==> config.mk <==
export PLATFORM = sky130hd
export DESIGN_NAME = tlv_frame_parser
export DESIGN_NICKNAME = d
export VERILOG_FILES = /design/src/hw/rtl/tfp_pkg.sv /design/src/hw/rtl/tfp_cfg_regs.sv /design/src/hw/rtl/tfp_parser.sv /design/src/hw/rtl/tlv_frame_parser.sv
export SDC_FILE = /design/constraint.sdc
export NUM_CORES = 1
export LEC_CHECK = 0
export ABC_CLOCK_PERIOD_IN_PS = 3400
export BUFFER_PORTS_ARGS = -buffer_cell sky130_fd_sc_hd__buf_2
export CAP_MARGIN = 20
export CORE_UTILIZATION = 56
export DETAILED_ROUTE_END_ITERATION = 6
export GPL_ROUTABILITY_DRIVEN = 1
export PLACE_DENSITY = 0.78
export SLEW_MARGIN = 0
export SYNTH_ARGS = -nofsm -noshare
export SYNTH_HDL_FRONTEND = slang
export SYNTH_SLANG_ARGS = --single-unit
==> constraint.sdc <==
create_clock -name i_clk -period 3.4 [get_ports i_clk]
set_input_delay 0.68 -clock i_clk [delete_from_list [all_inputs] [get_ports i_clk]]
set_output_delay 0.68 -clock i_clk [all_outputs]
set_load 0.02 [all_outputs]
==> src/hw/rtl/tfp_pkg.sv <==
// ----------------------------------------------------------------------------
// tfp_pkg
// shared types and constants for the tlv frame parser
// ----------------------------------------------------------------------------
`default_nettype none

package tfp_pkg;

    localparam int unsigned BYTE_W   = 8;
    localparam int unsigned CFG_IDX_W = 8;

    // configuration register indexes
    localparam logic [CFG_IDX_W-1:0] CFG_MAX_COMMAND    = 8'd0;
    localparam logic [CFG_IDX_W-1:0] CFG_RESET_RESPONSE = 8'd1;
    localparam logic [CFG_IDX_W-1:0] CFG_PRINT_COMMAND  = 8'd2;
    localparam logic [CFG_IDX_W-1:0] CFG_TERM_MARK      = 8'd3;

    // configuration reset values
    localparam logic [BYTE_W-1:0] RST_MAX_COMMAND    = 8'd16;
    localparam logic [BYTE_W-1:0] RST_RESET_RESPONSE = 8'd0;
    localparam logic [BYTE_W-1:0] RST_PRINT_COMMAND  = 8'd1;
    localparam logic [BYTE_W-1:0] RST_TERM_MARK      = 8'd255;

    localparam logic [BYTE_W-1:0] NUL_BYTE = 8'd0;

    typedef enum logic [2:0] {
        PH_COMMAND = 3'd0,
        PH_LENGTH  = 3'd1,
        PH_COUNTED = 3'd2,
        PH_TERM    = 3'd3,
        PH_TEXT    = 3'd4
    } t_phase;

    typedef enum logic [1:0] {
        KIND_PAYLOAD = 2'd0,
        KIND_TEXT    = 2'd1,
        KIND_EMPTY   = 2'd2
    } t_kind;

    typedef struct packed {
        logic [BYTE_W-1:0] max_command;
        logic [BYTE_W-1:0] reset_response;
        logic [BYTE_W-1:0] print_command;
        logic [BYTE_W-1:0] term_mark;
    } t_cfg;

    typedef struct packed {
        t_kind             kind;
        logic [BYTE_W-1:0] command;
        logic [BYTE_W-1:0] length;
        logic [BYTE_W-1:0] data;
        logic              last;
    } t_result;

endpackage

`default_nettype wire

==> src/hw/rtl/tfp_cfg_regs.sv <==
// ----------------------------------------------------------------------------
// tfp_cfg_regs
// configuration register file, written by index
// ----------------------------------------------------------------------------
`default_nettype none

module tfp_cfg_regs (
    input  wire logic                           i_clk,
    input  wire logic                           i_rst_n,
    input  wire logic                           i_wr_en,
    input  wire logic [tfp_pkg::CFG_IDX_W-1:0]  i_wr_index,
    input  wire logic [tfp_pkg::BYTE_W-1:0]     i_wr_data,
    output tfp_pkg::t_cfg                       o_cfg
);

    tfp_pkg::t_cfg r_cfg;
    tfp_pkg::t_cfg n_cfg;

    always_comb begin
        n_cfg = r_cfg;
        if (i_wr_en) begin
            unique case (i_wr_index)
                tfp_pkg::CFG_MAX_COMMAND:    n_cfg.max_command    = i_wr_data;
                tfp_pkg::CFG_RESET_RESPONSE: n_cfg.reset_response = i_wr_data;
                tfp_pkg::CFG_PRINT_COMMAND:  n_cfg.print_command  = i_wr_data;
                tfp_pkg::CFG_TERM_MARK:      n_cfg.term_mark      = i_wr_data;
                default: ; // unknown index: write dropped
            endcase
        end
    end

    always_ff @(posedge i_clk) begin
        if (!i_rst_n) begin
            r_cfg.max_command    <= tfp_pkg::RST_MAX_COMMAND;
            r_cfg.reset_response <= tfp_pkg::RST_RESET_RESPONSE;
            r_cfg.print_command  <= tfp_pkg::RST_PRINT_COMMAND;
            r_cfg.term_mark      <= tfp_pkg::RST_TERM_MARK;
        end else begin
            r_cfg <= n_cfg;
        end
    end

    assign o_cfg = r_cfg;

endmodule

`default_nettype wire

==> src/hw/rtl/tfp_parser.sv <==
// ----------------------------------------------------------------------------
// tfp_parser
// frame state machine with the result register
// ----------------------------------------------------------------------------
`default_nettype none

module tfp_parser (
    input  wire logic                        i_clk,
    input  wire logic                        i_rst_n,
    input  wire tfp_pkg::t_cfg               i_cfg,
    input  wire logic                        i_valid,
    output logic                             o_ready,
    input  wire logic [tfp_pkg::BYTE_W-1:0]  i_byte,
    output logic                             o_valid,
    input  wire logic                        i_ready,
    output tfp_pkg::t_result                 o_result
);

    tfp_pkg::t_phase              r_phase,   n_phase;
    logic [tfp_pkg::BYTE_W-1:0]   r_command, n_command;
    logic [tfp_pkg::BYTE_W-1:0]   r_length,  n_length;
    logic [tfp_pkg::BYTE_W-1:0]   r_count,   n_count;
    logic                         r_out_valid, n_out_valid;
    tfp_pkg::t_result             r_result,  n_result;

    logic                         advance;
    logic                         emit;
    logic [tfp_pkg::BYTE_W-1:0]   count_inc;
    logic                         is_nul;

    // the result slot frees up when empty or taken this cycle
    assign o_ready   = !r_out_valid || i_ready;
    assign advance   = i_valid && o_ready;
    assign count_inc = r_count + 8'd1;
    assign is_nul    = (i_byte == tfp_pkg::NUL_BYTE);

    always_comb begin
        n_phase   = r_phase;
        n_command = r_command;
        n_length  = r_length;
        n_count   = r_count;
        emit      = 1'b0;
        n_result.kind    = tfp_pkg::KIND_PAYLOAD;
        n_result.command = r_command;
        n_result.length  = r_length;
        n_result.data    = i_byte;
        n_result.last    = 1'b0;

        unique case (r_phase)
            tfp_pkg::PH_LENGTH: begin
                n_length = i_byte;
                n_count  = '0;
                if (r_command == i_cfg.print_command) begin
                    n_phase = tfp_pkg::PH_TEXT;
                end else if (i_byte == i_cfg.term_mark) begin
                    n_phase = tfp_pkg::PH_TERM;
                end else if (!is_nul) begin
                    n_phase = tfp_pkg::PH_COUNTED;
                end else begin
                    n_phase          = tfp_pkg::PH_COMMAND;
                    emit             = 1'b1;
                    n_result.kind    = tfp_pkg::KIND_EMPTY;
                    n_result.length  = i_byte;
                    n_result.data    = tfp_pkg::NUL_BYTE;
                    n_result.last    = 1'b1;
                end
            end
            tfp_pkg::PH_COUNTED: begin
                n_count       = count_inc;
                emit          = 1'b1;
                n_result.last = (count_inc >= r_length);
                if (count_inc >= r_length) begin
                    n_phase = tfp_pkg::PH_COMMAND;
                end
            end
            tfp_pkg::PH_TERM: begin
                emit          = 1'b1;
                n_result.last = is_nul;
                if (is_nul) begin
                    n_phase = tfp_pkg::PH_COMMAND;
                end
            end
            tfp_pkg::PH_TEXT: begin
                emit          = 1'b1;
                n_result.kind = tfp_pkg::KIND_TEXT;
                n_result.last = is_nul;
                if (is_nul) begin
                    n_phase = tfp_pkg::PH_COMMAND;
                end
            end
            default: begin
                // waiting for a command byte; odd codes land here too
                n_phase = tfp_pkg::PH_COMMAND;
                if (!(i_byte > i_cfg.max_command) && (i_byte != i_cfg.reset_response)) begin
                    n_command = i_byte;
                    n_phase   = tfp_pkg::PH_LENGTH;
                end
            end
        endcase

        if (advance) begin
            n_out_valid = emit;
        end else begin
            n_out_valid = r_out_valid && !i_ready;
        end
    end

    always_ff @(posedge i_clk) begin
        if (!i_rst_n) begin
            r_phase     <= tfp_pkg::PH_COMMAND;
            r_command   <= '0;
            r_length    <= '0;
            r_count     <= '0;
            r_out_valid <= 1'b0;
        end else begin
            r_out_valid <= n_out_valid;
            if (advance) begin
                r_phase   <= n_phase;
                r_command <= n_command;
                r_length  <= n_length;
                r_count   <= n_count;
            end
        end
    end

    always_ff @(posedge i_clk) begin
        if (advance && emit) begin
            r_result <= n_result;
        end
    end

    assign o_valid  = r_out_valid;
    assign o_result = r_result;

endmodule

`default_nettype wire

==> src/hw/rtl/tlv_frame_parser.sv <==
// ----------------------------------------------------------------------------
// tlv_frame_parser
// type-length-value deframer: command byte, length byte, then body bytes
// ----------------------------------------------------------------------------
//
//  channel   direction  handshake                 payload
//  --------  ---------  ------------------------  --------------------------------
//  s_axis    in         i_s_tvalid / o_s_tready   tdata[7:0] rx byte
//  m_axis    out        o_m_tvalid / i_m_tready   tdata cmd/len/data, tuser kind,
//                                                 tlast end of frame
//  cfg       in         i_cfg_valid / o_cfg_ready index + 8-bit write data
//
//  one byte per cycle sustained while the output is not stalled; a byte passes
//  an input register, then the frame state machine and the result register
//  before a body byte is offered on the output
//  reset is synchronous and active low; it returns the parser to waiting for
//  a command byte and loads the register defaults
//  a stalled output holds the result and backpressures through the input
//  register; command bytes and nonzero length bytes produce no result
//
`default_nettype none

module tlv_frame_parser (
    input  wire logic        i_clk,
    input  wire logic        i_rst_n,

    // received byte stream
    input  wire logic        i_s_tvalid,
    output logic             o_s_tready,
    input  wire logic [7:0]  i_s_tdata,   // [7:0] rx_byte

    // parsed result stream
    output logic             o_m_tvalid,
    input  wire logic        i_m_tready,
    output logic [23:0]      o_m_tdata,   // [7:0] frame_command, [15:8] frame_length,
                                          // [23:16] data_byte
    output logic [1:0]       o_m_tuser,   // [1:0] item_kind
    output logic             o_m_tlast,   // frame_last

    // configuration writes
    input  wire logic        i_cfg_valid,
    output logic             o_cfg_ready,
    input  wire logic [7:0]  i_cfg_index,
    input  wire logic [7:0]  i_cfg_data
);

    tfp_pkg::t_cfg    cfg;
    tfp_pkg::t_result result;

    // input register stage
    logic       r_in_valid;
    logic [7:0] r_in_byte;
    logic       core_ready;

    // writes are always taken; keeping them to times when the stream is idle is up to the user, unchecked by the block
    assign o_cfg_ready = 1'b1;

    tfp_cfg_regs u_cfg (
        .i_clk      (i_clk),
        .i_rst_n    (i_rst_n),
        .i_wr_en    (i_cfg_valid),
        .i_wr_index (i_cfg_index),
        .i_wr_data  (i_cfg_data),
        .o_cfg      (cfg)
    );

    // input register refills whenever it is empty or drains this cycle
    assign o_s_tready = !r_in_valid || core_ready;

    always_ff @(posedge i_clk) begin
        if (!i_rst_n) begin
            r_in_valid <= 1'b0;
        end else if (o_s_tready) begin
            r_in_valid <= i_s_tvalid;
        end
    end

    always_ff @(posedge i_clk) begin
        if (o_s_tready && i_s_tvalid) begin
            r_in_byte <= i_s_tdata;
        end
    end

    tfp_parser u_parser (
        .i_clk    (i_clk),
        .i_rst_n  (i_rst_n),
        .i_cfg    (cfg),
        .i_valid  (r_in_valid),
        .o_ready  (core_ready),
        .i_byte   (r_in_byte),
        .o_valid  (o_m_tvalid),
        .i_ready  (i_m_tready),
        .o_result (result)
    );

    // pack the result: command lowest, then length, then data byte
    assign o_m_tdata = {result.data, result.length, result.command};
    assign o_m_tuser = result.kind;
    assign o_m_tlast = result.last;

endmodule

`default_nettype wire
Word-level counts from Yosys, hierarchy flattened
Index checks and enable logic that the tools add are counted.
Operators by class
  $add $sub $neg: 1
  multipliers: 0
  div/mod/pow operators: 0
  magnitude comparators: 2
  eq/ne operators: 12
  shift operators: 0
  muxes and demuxes: 22
  bitwise operators: 1
  reductions and logical operators: 25
Operators by type and width (number)
  2-to-1 mux 17 bit: 3
  == test 8 x 2 -> 1 bit, second input constant: 2
  == test 8 bit: 2
  logical NOT 8 bit: 2
  2-to-1 mux 16 bit: 1
  case mux 8 bit (2 select lines): 1
  2-to-1 mux 3 bit: 4
  AND reduction 2 bit: 6
  case mux 3 bit (3 select lines): 1
  adder 8 x 1 -> 8 bit, second input constant: 1
  == test 8 x 1 -> 1 bit, second input constant: 1
  greater-or-equal comparator 8 bit: 1
  > comparator 8 bit: 1
  2-to-1 mux 2 bit: 4
  != test 8 bit: 1
  == test 3 x 2 -> 1 bit, second input constant: 2
  AND reduction 3 bit: 2
  logical AND 1 bit: 5
  2-to-1 mux 1 bit: 5
  logical NOT 1 bit: 4
  != test 2 x 1 -> 1 bit, second input constant: 2
  case mux 2 bit (2 select lines): 1
  OR reduction 4 bit: 1
  == test 3 x 1 -> 1 bit, second input constant: 1
  8 further kinds: 9
Word-level totals
  register bits after elaboration: 96
  latch bits: 0
  bits in writable memories: 0
  ROM bits: 0
  output and inout bits: 30
  word-level logic and storage cells: 79
  memories: 0

Longest topological paths before layout
  word-level depth: 6
  gate-level depth with buffers: 10
  gate-level depth less buffers: 10

Hierarchy
From an unflattened synthesis, not the netlist that was laid out.
Second synthesis, totals
  cells, all modules: 437
  area total of the unflattened synthesis: 4621.9 sq um
Modules (own cells, without submodules)
  tfp_parser: instances 1, cells each 296, area each 3004.1 sq um, sequential area each 1371.3 sq um
  tfp_cfg_regs: instances 1, cells each 126, area each 1308.8 sq um, sequential area each 640.6 sq um
  tlv_frame_parser: instances 1, cells each 15, area each 309.0 sq um, sequential area each 260.2 sq um

Worst setup path after synthesis
Ideal clock, no wire load.
  path type: register -> register
  from: register r_in_byte[4]
  to: register u_parser.r_result (netlist bit u_parser.o_result[0]), enable pin
  library setup time: 0.411 ns
  arrival time: 2.613 ns
  data required time: 2.989 ns
  path slack: 0.376 ns
  stages on the path, launching flop included: 5
  path buffers: 0
  period minus slack after synthesis: 3.024 ns
  cell sequence: edfxtp_1 > or4_4 > nor4_1 > a21oi_1 > nor2_1
On the way
  cells in the longest elaborated chain, start to end: 6
Ends and longest elaborated chain
  start: declaration: RTL line tlv_frame_parser.sv:52  | logic [7:0] r_in_byte;
  start signal: assignment: RTL line tlv_frame_parser.sv:80  | r_in_byte <= i_s_tdata;
  logical NOT 8 bit: RTL line tfp_parser.sv:35  | assign is_nul = (i_byte == tfp_pkg::NUL_BYTE);
  2-to-1 mux 1 bit: RTL line tfp_parser.sv:57  | end else if (!is_nul) begin
  2-to-1 mux 1 bit (*): RTL line tfp_parser.sv:55  | end else if (i_byte == i_cfg.term_mark) begin
  2-to-1 mux 1 bit (*): RTL line tfp_parser.sv:53  | if (r_command == i_cfg.print_command) begin
  case mux 1 bit (2 select lines) (*): RTL line tfp_parser.sv:49  | unique case (r_phase)
  logical AND 1 bit (*): RTL line tfp_parser.sv:127  | if (advance && emit) begin
  end signal: assignment: RTL line tfp_parser.sv:128  | r_result <= n_result;
  end: declaration: RTL line tfp_parser.sv:24  | tfp_pkg::t_result r_result, n_result;
Mark *: on every way between the ends. The rest lies on a longest branch, timed or not.
A chain may end at the register's enable or synchronous reset.

Worst setup path in the final report
  from: register r_in_byte[6]
  to: register u_parser.r_result (netlist bit u_parser.o_result[1]), enable pin
The elaborated chain is that of the path after synthesis.

==> impl_metrics.csv <==
group,metric,value,unit
clocking,post-cts-setup-buffer-count,0,
yosys,synth.distinct_cells,41,
die,die_x,90.9,um
setup_path,worst_ep_arrival_time,2.51,ns
detailed_routing,vias_per_cell,5.34,
clocking,clockBufferDepth,2,
pwr,power.static_leakage,2.03,nW
die,die-height,90.9,um
flow_run,drv_cap,0,
yosys,synthesis.nets,467,
pwr,ir_drop,0.000298,V
yosys,dominantRegCellSynth,"dfxtp_1",
cells_and_area,ff_latch_area,2270,um^2
setup_path,critPathKind,"reg -> reg",
cells_and_area,final_cells,575,
yosys,syn_avg_cell_area,10.5,um^2
global_routing,overflow,0,
clocking,cts_tree,"done",
detailed_routing,routed_wirelength,8.47,mm
yosys,yosys_warnings,0,
detailed_routing,wl_per_cell,14.7,um
placed_design,port_buffers,57,
timing,worst_pin_slew,1.03,ns
detailed_routing,vias,3068,
setup_path,end_kind,"register",
cells_and_area,syn2layout_area_growth,11.7,%
placed_design,placed_cell_area,4760,um^2
cells_and_area,nNetsFinal,514,
yosys,synth-seq-area-share,0.514,
detailed_routing,drc,0,
cells_and_area,multiInputGateArea,1990,um^2
setup_path,r2r_setup_slack,0.93,ns
yosys,synthArstFlopShare,0,
setup_path,r2r_cells,5,
die,die_area,8260,um^2
clocking,cts_made_buffers,9,
timing,fin_hold_ws,0.482,ns
timing,relSlewSlack,0.315,
placed_design,gp_congestion,0.825,
yosys,synth-edff-count,35,
detailed_routing,final_antenna_net_count,0,
die,start_util,0.575,
die,core-area,7690,um^2
cells_and_area,layout_common_cells,"dfxtp_1 (61), buf_2 (57), nor2b_1 (43)",
yosys,yosysTopAreaCell,"dfxtp_1",
placed_design,dp_hpwl,6.11,mm
cells_and_area,final_util,0.643,
timing,setup_ws,0.928,ns
run_status,status,"completed",
timing,finalMaxSlewViolations,0,
die,rows,32,
setup_path,cp-start-kind,"register",
global_routing,grt_first_pass_wirelength,14.1,mm
timing,setup_tns,0,ns
setup_path,path_max_fanout,27,
timing,timing.final.crit_share,0.727,
timing,hold_violations,0,
yosys,synth_seq_cells,96,
clocking,cts_sinks,96,
detailed_routing,dr.pass1.iters,4,
timing,period_needed,2.47,ns
global_routing,grt_use_total,0.222,
pwr,p_per_area,413,nW/um^2
clocking,cts-root-buf,"clkbuf_8",
clocking,cts-resized-gates,0,
hold_path,min_path_cells,1,
yosys,synth_top_area_share,0.276,
clocking,postCtsHoldBufs,0,
timing,clock_skew,0.0165,ns
detailed_routing,drt_iter0_markers,182,
hold_path,hold_class,"in -> reg",
clocking,cts.clk_slew.worst_paths,0.09,ns
cells_and_area,antenna_cells,0,
clocking,insertion_delay,0.38,ns
pwr,total_power,2.04,mW
global_routing,grt_max_degree,71,
cells_and_area,mostFrequentLayoutCell,"dfxtp_1",
timing,fmax,405,MHz
clocking,cts_max_level,3,
placed_design,dp.cells,559,
yosys,synth.area.top_cells,"dfxtp_1 (28%), edfxtp_1 (24%), mux2i_1 (8.6%)",
cells_and_area,fill_cells,641,
yosys,synth_cells,421,
setup_path,critPathRequiredTime,3.44,ns
global_routing,antenna_found_initial,0,
timing,rsz0062_at_grt,"false",
cells_and_area,drive_gt1_frac,0.175,
die,ioPinCount,59,
yosys,synth_area,4420,um^2
placed_design,post-place-ws,0.876,ns
cells_and_area,fin_area,4940,um^2
global_routing,grt_pass1_vias,2863,
timing,setup_viol,0,
[critical path, stage by stage (launching register included)]
cell	delay [ns]
edfxtp_1	0.61
or4_4	0.57
nor4_1	0.38
a21oi_1	0.16
nor2_2	0.09
buf_4	0.32
[sequential cells by signal (all words and copies together), names as in the netlist]
name and flops:
u_parser.r_phase 3, u_parser.r_count 8, u_cfg.o_cfg 32, u_parser.r_command 8
u_parser.o_valid 1, u_parser.o_result 27, r_in_valid 1, r_in_byte 8
u_parser.r_length 8
[path summary, 6_finish.rpt]
path / startpoint / endpoint
setup reg to reg: r_in_byte[6] / u_parser.o_result[1]
hold / removal: i_s_tdata[7] / r_in_byte[7]
hold reg to reg: u_cfg.o_cfg[4] / u_cfg.o_cfg[4]
setup / recovery: r_in_byte[6] / u_parser.o_result[1]
[cell usage after synthesis, types with 2 or more instances]
cell / n
a22oi_1: 4
xnor2_1: 21
a21oi_1: 11
a21boi_0: 5
nand2_1: 40
xor2_1: 10
nand2b_1: 6
ha_1: 17
nor3_1: 4
o31ai_1: 2
nor2_1: 19
buf_4: 2
nand3b_1: 3
dfxtp_1: 61
clkbuf_1: 17
buf_2: 5
and3_1: 2
nor4_1: 3
nor2b_1: 43
mux2i_1: 38
and2_1: 4
or4_1: 2
or3_1: 4
nand4_1: 6
a21o_1: 2
o21ai_0: 10
o211ai_1: 2
inv_1: 15
nand3_1: 16
o21a_1: 2
edfxtp_1: 35
[where the power goes]
part / switching, mW / internal (mW)
Sequential: 0.0289 / 1.20
Clock: 0.402 / 0.291
Combinational: 0.0634 / 0.0551
Total: 0.494 / 1.55
[per-layer routing]
metal | share of wire | GRT usage
met1 | 0.46 | 0.302
met2 | 0.46 | 0.353
met3 | 0.061 | 0.0328
met4 | 0.014 | 0.0979
met5 | 0 | 0
[layout make-up]
type                            instances  share of cell area
Inverter                               15              0.0114
Clock inverter                          5             0.00836
Multi-Input combinational cell        285               0.402
Clock buffer                           11              0.0286
Sequential cell                        96               0.460
Tap cell                              102              0.0258
Timing Repair Buffer                   61              0.0638
[cells by family after synthesis]
group / count (synthesis) / share of synthesized area
xor+xnor: 31 / 0.0614
fa+ha+maj: 17 / 0.0481
flops: 96 / 0.514
buf+inv: 40 / 0.0388
compound gates: 41 / 0.0586
mux: 38 / 0.0860
simple gates: 157 / 0.192
other cells: 1 / 0.000848
No activity file was read; power rests on OpenSTA's default activity.
